`src/rtl/gtm_pkg.sv`:
```
`timescale 1ns / 1ps
// ----------------------------------------------------------------------------
// gtm_pkg
// Shared types and constants of the guarded torque mode mux: sizes, command
// and register codes, reset values and the row and request types.
// ----------------------------------------------------------------------------
package gtm_pkg;

    localparam int WHEELS         = 4;
    localparam int MODES          = 4;
    localparam int LIMIT_LEVELS   = 3;
    localparam int DIAL_POSITIONS = 6;

    // Fixed widths of the payload and registers
    localparam int WHEEL_PORTS = 4;
    localparam int VAL_W       = 16;
    localparam int MODE_W      = 2;
    localparam int LEVEL_W     = 2;
    localparam int DIAL_W      = 3;
    localparam int TIME_W      = 32;
    localparam int MAP_W       = 12;
    localparam int SPEED_W     = 15;
    localparam int DELTA_W     = 16;
    localparam int DEBOUNCE_W  = 16;
    localparam int CFG_IDX_W   = 2;
    localparam int CFG_DATA_W  = 16;

    // Command codes
    localparam logic CMD_TICK  = 1'b0;
    localparam logic CMD_WRITE = 1'b1;

    // Register indexes
    localparam logic [CFG_IDX_W-1:0] REG_DIAL_MAP    = 2'd0;
    localparam logic [CFG_IDX_W-1:0] REG_SPEED_LIMIT = 2'd1;
    localparam logic [CFG_IDX_W-1:0] REG_DELTA_LIMIT = 2'd2;
    localparam logic [CFG_IDX_W-1:0] REG_DEBOUNCE    = 2'd3;

    // Register reset values
    localparam logic [MAP_W-1:0]      RST_DIAL_MAP    = 12'd0;
    localparam logic [SPEED_W-1:0]    RST_SPEED_LIMIT = 15'd32767;
    localparam logic [DELTA_W-1:0]    RST_DELTA_LIMIT = 16'd50;
    localparam logic [DEBOUNCE_W-1:0] RST_DEBOUNCE    = 16'd100;

    typedef logic [VAL_W-1:0] t_row [WHEEL_PORTS];

    typedef struct packed {
        logic [SPEED_W-1:0] speed_limit;
        logic [DELTA_W-1:0] delta_limit;
    } t_guard_cfg;

    typedef struct packed {
        logic                  command;
        logic [MODE_W-1:0]     controller_index;
        logic [WHEEL_PORTS-1:0][VAL_W-1:0] wheel_value;
        logic [TIME_W-1:0]     time_ms;
        logic                  tick_50hz;
        logic                  tick_100hz;
        logic                  button_pressed;
        logic [DIAL_W-1:0]     dial_position;
    } t_req;

endpackage

```
`src/rtl/gtm_guard.sv`:
```
`timescale 1ns / 1ps
// ----------------------------------------------------------------------------
// gtm_guard
// Mode change interlock: blocks a switch when any wheel speed reaches the
// speed limit or any wheel's setpoint step exceeds the delta limit.
// ----------------------------------------------------------------------------
module gtm_guard (
    input  gtm_pkg::t_row       i_active_row,
    input  gtm_pkg::t_row       i_want_row,
    input  gtm_pkg::t_row       i_speed,
    input  gtm_pkg::t_guard_cfg i_cfg,
    output logic                o_blocked
);
    import gtm_pkg::*;

    logic signed [VAL_W:0] w_diff [WHEEL_PORTS];
    logic        [VAL_W:0] w_mag  [WHEEL_PORTS];
    logic [WHEEL_PORTS-1:0] w_hit;

    always_comb begin
        for (int w = 0; w < WHEEL_PORTS; w++) begin
            w_diff[w] = $signed({i_active_row[w][VAL_W-1], i_active_row[w]})
                      - $signed({i_want_row[w][VAL_W-1], i_want_row[w]});
            w_mag[w]  = w_diff[w][VAL_W] ? (VAL_W+1)'(-w_diff[w]) : w_diff[w];
            w_hit[w]  = 1'b0;
            if (w < WHEELS) begin
                // speeds are signed, so reverse rotation never blocks
                w_hit[w] = ($signed({i_speed[w][VAL_W-1], i_speed[w]})
                            >= $signed({2'b00, i_cfg.speed_limit}))
                        || (w_mag[w] > {1'b0, i_cfg.delta_limit});
            end
        end
    end

    assign o_blocked = |w_hit;

endmodule

```
`src/rtl/guarded_torque_mode_mux_unit.sv`:
```
`timescale 1ns / 1ps
// ----------------------------------------------------------------------------
// guarded_torque_mode_mux_unit
// Per-mode torque setpoint table with a guarded mode switch on 100 Hz ticks
// and a debounced torque-limit level button on 50 Hz ticks.
// ----------------------------------------------------------------------------
// One request is taken per clock while the output is not stalled, and each
// gives one result. The request sits in an input register, one pass of logic
// updates the state, and the result is the state registers themselves, held
// while the output is stalled; the input register can still take one request
// meanwhile and then stalls the input.
// The active mode's row is mirrored in its own register, so the only table
// read per request is the row of the requested mode.
module guarded_torque_mode_mux_unit (
    input  logic                               i_clk,
    input  logic                               i_rst_n,
    input  logic                               i_cfg_we,
    input  logic [gtm_pkg::CFG_IDX_W-1:0]      i_cfg_index,
    input  logic [gtm_pkg::CFG_DATA_W-1:0]     i_cfg_wdata,
    input  logic                               i_in_valid,
    output logic                               o_in_stall,
    input  logic                               i_command,
    input  logic [gtm_pkg::MODE_W-1:0]         i_controller_index,
    input  logic signed [gtm_pkg::VAL_W-1:0]   i_wheel_value_0,
    input  logic signed [gtm_pkg::VAL_W-1:0]   i_wheel_value_1,
    input  logic signed [gtm_pkg::VAL_W-1:0]   i_wheel_value_2,
    input  logic signed [gtm_pkg::VAL_W-1:0]   i_wheel_value_3,
    input  logic [gtm_pkg::TIME_W-1:0]         i_time_ms,
    input  logic                               i_tick_50hz,
    input  logic                               i_tick_100hz,
    input  logic                               i_button_pressed,
    input  logic [gtm_pkg::DIAL_W-1:0]         i_dial_position,
    output logic                               o_out_valid,
    input  logic                               i_out_stall,
    output logic signed [gtm_pkg::VAL_W-1:0]   o_drive_torque_0,
    output logic signed [gtm_pkg::VAL_W-1:0]   o_drive_torque_1,
    output logic signed [gtm_pkg::VAL_W-1:0]   o_drive_torque_2,
    output logic signed [gtm_pkg::VAL_W-1:0]   o_drive_torque_3,
    output logic [gtm_pkg::MODE_W-1:0]         o_active_mode,
    output logic [gtm_pkg::LEVEL_W-1:0]        o_torque_limit_level
);
    import gtm_pkg::*;

    // configuration
    logic [MAP_W-1:0]      r_dial_map;
    logic [SPEED_W-1:0]    r_speed_limit;
    logic [DELTA_W-1:0]    r_delta_limit;
    logic [DEBOUNCE_W-1:0] r_debounce;

    // request register
    t_req r_req;
    logic r_req_valid;
    logic w_accept;
    logic w_advance;

    // state
    t_row                r_table [MODES];
    t_row                r_active_row;
    t_row                r_drive;
    logic [MODE_W-1:0]   r_active_mode;
    logic [LEVEL_W-1:0]  r_level;
    logic                r_button_last;
    logic [TIME_W-1:0]   r_last_time;
    logic                r_out_valid;

    t_row                n_table [MODES];
    t_row                n_active_row;
    t_row                n_drive;
    logic [MODE_W-1:0]   n_active_mode;
    logic [LEVEL_W-1:0]  n_level;
    logic                n_button_last;
    logic [TIME_W-1:0]   n_last_time;

    t_row                w_vals;
    t_row                w_want_row;
    logic [MODE_W-1:0]   w_want;
    logic                w_switch_req;
    logic                w_blocked;
    logic [TIME_W-1:0]   w_elapsed;
    t_guard_cfg          w_guard_cfg;

    // ---------------- handshake ----------------
    assign w_advance  = r_req_valid && (!r_out_valid || !i_out_stall);
    assign o_in_stall = r_req_valid && !w_advance;
    assign w_accept   = i_in_valid && !o_in_stall;

    always_ff @(posedge i_clk) begin
        if (!i_rst_n) begin
            r_req_valid <= 1'b0;
            r_out_valid <= 1'b0;
        end else begin
            if (w_accept) begin
                r_req_valid <= 1'b1;
            end else if (w_advance) begin
                r_req_valid <= 1'b0;
            end
            if (w_advance) begin
                r_out_valid <= 1'b1;
            end else if (!i_out_stall) begin
                r_out_valid <= 1'b0;
            end
        end
    end

    always_ff @(posedge i_clk) begin
        if (w_accept) begin
            r_req.command          <= i_command;
            r_req.controller_index <= i_controller_index;
            r_req.wheel_value      <= {i_wheel_value_3, i_wheel_value_2,
                                       i_wheel_value_1, i_wheel_value_0};
            r_req.time_ms          <= i_time_ms;
            r_req.tick_50hz        <= i_tick_50hz;
            r_req.tick_100hz       <= i_tick_100hz;
            r_req.button_pressed   <= i_button_pressed;
            r_req.dial_position    <= i_dial_position;
        end
    end

    // ---------------- configuration ----------------
    always_ff @(posedge i_clk) begin
        if (!i_rst_n) begin
            r_dial_map    <= RST_DIAL_MAP;
            r_speed_limit <= RST_SPEED_LIMIT;
            r_delta_limit <= RST_DELTA_LIMIT;
            r_debounce    <= RST_DEBOUNCE;
        end else if (i_cfg_we) begin
            case (i_cfg_index)
                REG_DIAL_MAP:    r_dial_map    <= i_cfg_wdata[MAP_W-1:0];
                REG_SPEED_LIMIT: r_speed_limit <= i_cfg_wdata[SPEED_W-1:0];
                REG_DELTA_LIMIT: r_delta_limit <= i_cfg_wdata[DELTA_W-1:0];
                REG_DEBOUNCE:    r_debounce    <= i_cfg_wdata[DEBOUNCE_W-1:0];
                default: ;
            endcase
        end
    end

    // ---------------- mode request and guard ----------------
    always_comb begin
        for (int w = 0; w < WHEEL_PORTS; w++) begin
            w_vals[w] = r_req.wheel_value[w];
        end
    end

    assign w_want       = r_dial_map[{r_req.dial_position, 1'b0} +: MODE_W];
    assign w_want_row   = r_table[w_want];
    assign w_switch_req = (r_req.dial_position < DIAL_W'(DIAL_POSITIONS))
                       && ({1'b0, w_want} < (MODE_W+1)'(MODES))
                       && (w_want != r_active_mode);
    assign w_elapsed    = r_req.time_ms - r_last_time;

    assign w_guard_cfg.speed_limit = r_speed_limit;
    assign w_guard_cfg.delta_limit = r_delta_limit;

    gtm_guard u_guard (
        .i_active_row (r_active_row),
        .i_want_row   (w_want_row),
        .i_speed      (w_vals),
        .i_cfg        (w_guard_cfg),
        .o_blocked    (w_blocked)
    );

    // ---------------- next state ----------------
    always_comb begin
        n_table       = r_table;
        n_active_row  = r_active_row;
        n_drive       = r_drive;
        n_active_mode = r_active_mode;
        n_level       = r_level;
        n_button_last = r_button_last;
        n_last_time   = r_last_time;

        if (r_req.command == CMD_WRITE) begin
            if ({1'b0, r_req.controller_index} < (MODE_W+1)'(MODES)) begin
                for (int w = 0; w < WHEELS; w++) begin
                    n_table[r_req.controller_index][w] = w_vals[w];
                    // keep the mirror of the active row current
                    if (r_req.controller_index == r_active_mode) begin
                        n_active_row[w] = w_vals[w];
                    end
                end
            end
        end else begin
            if (r_req.tick_50hz) begin
                if (r_button_last && !r_req.button_pressed
                        && (w_elapsed > {{(TIME_W-DEBOUNCE_W){1'b0}}, r_debounce})) begin
                    n_level     = (r_level == LEVEL_W'(LIMIT_LEVELS - 1))
                                ? '0 : r_level + 1'b1;
                    n_last_time = r_req.time_ms;
                end
                n_button_last = r_req.button_pressed;
            end
            if (r_req.tick_100hz) begin
                if (w_switch_req && !w_blocked) begin
                    n_active_mode = w_want;
                    n_active_row  = w_want_row;
                end
                n_drive = n_active_row;
            end
        end
    end

    always_ff @(posedge i_clk) begin
        if (!i_rst_n) begin
            for (int m = 0; m < MODES; m++) begin
                for (int w = 0; w < WHEEL_PORTS; w++) begin
                    r_table[m][w] <= '0;
                end
            end
            for (int w = 0; w < WHEEL_PORTS; w++) begin
                r_active_row[w] <= '0;
                r_drive[w]      <= '0;
            end
            r_active_mode <= '0;
            r_level       <= '0;
            r_button_last <= 1'b0;
            r_last_time   <= '0;
        end else if (w_advance) begin
            r_table       <= n_table;
            r_active_row  <= n_active_row;
            r_drive       <= n_drive;
            r_active_mode <= n_active_mode;
            r_level       <= n_level;
            r_button_last <= n_button_last;
            r_last_time   <= n_last_time;
        end
    end

    // ---------------- result ----------------
    assign o_out_valid          = r_out_valid;
    assign o_drive_torque_0     = r_drive[0];
    assign o_drive_torque_1     = r_drive[1];
    assign o_drive_torque_2     = r_drive[2];
    assign o_drive_torque_3     = r_drive[3];
    assign o_active_mode        = r_active_mode;
    assign o_torque_limit_level = r_level;

endmodule

```
`config.mk`:
```
export PLATFORM = sky130hd
export DESIGN_NAME = guarded_torque_mode_mux_unit
export DESIGN_NICKNAME = d
export VERILOG_FILES = /design/src/rtl/gtm_pkg.sv /design/src/rtl/gtm_guard.sv /design/src/rtl/guarded_torque_mode_mux_unit.sv
export SDC_FILE = /design/constraint.sdc
export NUM_CORES = 2
export LEC_CHECK = 0
export ABC_CLOCK_PERIOD_IN_PS = 7500
export BUFFER_PORTS_ARGS = -buffer_cell sky130_fd_sc_hd__buf_2
export CORE_ASPECT_RATIO = 0.6
export CORE_MARGIN = 4
export CORE_UTILIZATION = 45
export CTS_CLUSTER_DIAMETER = 50
export CTS_CLUSTER_SIZE = 12
export DETAILED_ROUTE_END_ITERATION = 12
export GPL_ROUTABILITY_DRIVEN = 0
export HOLD_SLACK_MARGIN = 0.03
export PLACE_DENSITY_LB_ADDON = 0.2
export SETUP_SLACK_MARGIN = 0.2
export SYNTH_ARGS = -nofsm -noshare
export SYNTH_HDL_FRONTEND = slang
export SYNTH_SLANG_ARGS = --single-unit
```
`constraint.sdc`:
```
create_clock -name i_clk -period 7.5 [get_ports i_clk]
set_input_delay 0.75 -clock i_clk [delete_from_list [all_inputs] [get_ports i_clk]]
set_output_delay 0.75 -clock i_clk [all_outputs]
set_load 0.005 [all_outputs]
```
==> metrics.txt <==
result of the run=completed; maximum root-to-sink buffer count=3; crit-path max FO=39; kind of start point of the critical path=register; max_cap viols=0; actual slew at the worst max-slew pin=1.290 ns; portion of the post-synthesis area used by sequential elements=35.49%; CP max stage cell=edfxtp_1; total vias in the final route=34,880; cell area after layout=43,590 um^2; clk root buf=clkbuf_16; dominant cells by area after synthesis=dfxtp_1 (27%), nand2_1 (10%), edfxtp_1 (8.7%); critical path capture point type=register; Max-slew headroom=13.60%; commonest register cell after synthesis=dfxtp_1; Detailed Route Iter0 Violations=4,553; Synthesis Warnings=0; critical path type=reg2reg; hold violation total from the final report=0; Setup Viol. Count Final=0; number of sinks handled by clock tree synthesis=587; clock insertion delay at the later pin of the skew report=0.68 ns; dominant cell type by area after synthesis=dfxtp_1; post-placement worst setup slack=-0.2005 ns; total placed instance area=39,540 um^2; number of distinct standard cells referenced by the synthesized netlist=106; post-route minimum period=7.221 ns; routed wire length per instance=23.85 um; Final Slew Violations=0; synthesis-stage register bit count=587; mapped cell area=36,070 um^2; Worst path top cell family by delay=compound AO/OA/AOI/OAI gates; buffers and inverters on the worst path=9; number of search-and-repair iterations in the first detailed-routing pass=7; delay of the slowest cell on the worst path=0.43 ns; unrepaired setup endpoints after global routing=true; total wire length=138.1 mm; leakage power figure=16.79 nW; post-route ant nets=0; number of top-level design ports=198; footprint of the multi-input gates=22,380 um^2; area of all sequential standard cells=12,800 um^2; Area growth syn-to-layout=20.84%; data required time at the worst endpoint=8.09 ns; fraction of layout instances using a drive strength above 1=17.52%; initial core utilization=45.39%; DRC errors left=0; quantity of hold-fixing buffers added after cts=0; placed wire-length estimate=95.99 mm; first-pass GRT wire length=198.6 mm; Post-synth ARST share=0%; clock tree from TritonCTS=yes; global routing usage summed across all routing layers=30.44%; most common cell in the synthesized netlist=nand2_1; R2R setup slack=0.28 ns; type of the worst min-delay path=in2reg; number of H-tree branching levels=2; most numerous cell types in the synthesized netlist=nand2_1 (1,003), dfxtp_1 (482), a21boi_0 (288); number of fill cells=7,268; Post-Synthesis Net Count=4,758; cell mode on critical path=buf_12; number of buffers inserted by port buffering=197; Layout Skew=0.05514 ns; signal arrival time at the worst endpoint=7.81 ns; average vias per placed instance=6.025; residual overflow from global routing=0; Worst VDD drop=184.3 uV; width of the chip=373.5 um; cell row count=80; fin util=54.85%; power density over the cells=223.8 nW/um^2; Post-layout nets=5,050; vias in the first global route=30,860; clock buffer count from CTS=59; area of the die=84,900 um^2; core area=79,480 um^2; crit path setup slack, layout=0.2792 ns; initial antenna violation count=1; Mean Syn Cell Area=8.217 um^2; achievable clock frequency=138.5 MHz; Post-synth EDFFs=105; y dimension of the die=227.3 um; CTS clock-pin slew for the worst setup and hold paths=0.07 ns; Synth top area share=26.75%; maximum number of pins on one net before global-route repair=236; synthesized instance count=4,390; portion of the clock cycle consumed by the worst path in the final layout=96.28%
==> stage by stage <==
stage	TNS, ns	instances	power (mW)	hold slack, ns
global placement	0	5605	6.441	0.4430
finish	0	5789	9.757	0.2400
detailed placement	-11.67	5605	6.470	0.4504
global route	0	5787	10.23	0.2279
floorplan	0	4390	5.453	0.4347
CTS	0	5723	9.422	0.2139
==> flip-flops by register name, summed over array words and instances, names as in the netlist, 2 cells and up <==
register,flops
r_req,105
r_delta_limit,16
r_last_time,32
r_debounce,16
r_active_row,64
r_table,256
o_drive_torque_2,16
o_drive_torque_0,16
r_dial_map,12
o_active_mode,2
o_drive_torque_3,16
o_drive_torque_1,16
o_torque_limit_level,2
r_speed_limit,15
==> path summary, 6_finish.rpt <==
| check | start | end | cells past startpoint |
|---|---|---|---|
| worst min-delay path | i_time_ms[11] | r_req[17] | 1 |
| worst max register to register | r_req[1] | r_active_row[20] | 34 |
| worst max-delay path | r_req[1] | r_active_row[20] | 34 |
| worst min register to register | r_last_time[26] | r_last_time[26] | 2 |
==> cell usage in the layout, fill, tap and decap left out, types with 16 or more instances in the layout <==
cell,netlist,layout
nand4_1,31,31
inv_1,221,221
a41oi_1,41,37
clkbuf_16,0,74
a311o_1,39,39
nand2_1,1003,990
and3_1,64,62
buf_4,1,254
o221a_1,37,37
and4_1,33,20
o21ai_0,107,96
a41o_1,39,39
mux2i_1,57,53
a31oi_1,126,112
a21boi_1,42,43
nand2b_1,28,27
a21boi_0,288,287
xor2_1,43,42
nand3_1,127,123
o211ai_1,54,54
o221ai_1,29,29
a211oi_1,34,28
ha_1,235,227
o21a_1,42,42
buf_12,0,30
buf_6,3,16
a21oi_1,113,100
clkbuf_1,250,23
a21o_1,56,55
nor2_1,136,133
nor3_1,93,77
buf_2,21,196
xnor2_1,81,75
dfxtp_1,482,482
edfxtp_1,105,105
nor2b_1,49,48
==> cell type report <==
class                      instances  area share, %
antenna                            2        0.01148
clock buffer                      87          3.743
clock inverter                    13         0.3932
inverter                         221          1.903
multi-input combinational       3284          51.33
sequential                       587          29.37
tap                             1066          3.060
timing repair buffer             529          10.19
==> repair_timing <==
| action | in CTS | in global routing |
|---|---|---|
| gates cloned | 6 | 19 |
| pin swaps | 6 | 125 |
| endpoints found under the setup margin | 130 | 130 |
| resized for setup | 43 | 182 |
| setup buffers | 12 | 45 |
==> routing by layer <==
| metal | global-route usage (%) | vias to the layer above | share of wire [%] |
|---|---|---|---|
| met5 | 0 | - | 0.066 |
| met4 | 6.698 | 2 | 2.0 |
| met3 | 13.75 | 183 | 15 |
| met2 | 38.24 | 1906 | 37 |
| met1 | 46.29 | 16460 | 46 |
| li1 | - | 16320 | - |
==> report_power, final <==
part / total (mW) / switching [mW] / leakage [nW] / internal (mW)
clock: 2.91 / 1.34 / 0.877 / 1.57
combinational: 3.41 / 1.81 / 11.0 / 1.60
sequential: 3.44 / 0.133 / 4.93 / 3.31
total: 9.76 / 3.28 / 16.8 / 6.47
==> logic make-up (layout without fill, tap and decap cells) <==
family	Yosys count	count (layout)	synth area share, %
AO/OA/AOI/OAI	1174	1175	24.38
AND/OR/NAND/NOR	1677	1678	21.13
buffers and inverters	521	850	5.567
other	0	2	0
XOR/XNOR	125	125	3.073
flip-flops	587	587	35.49
adder cells (fa/ha/maj)	242	242	8.484
multiplexers	64	64	1.883
Power figures use the tool's default switching activity.
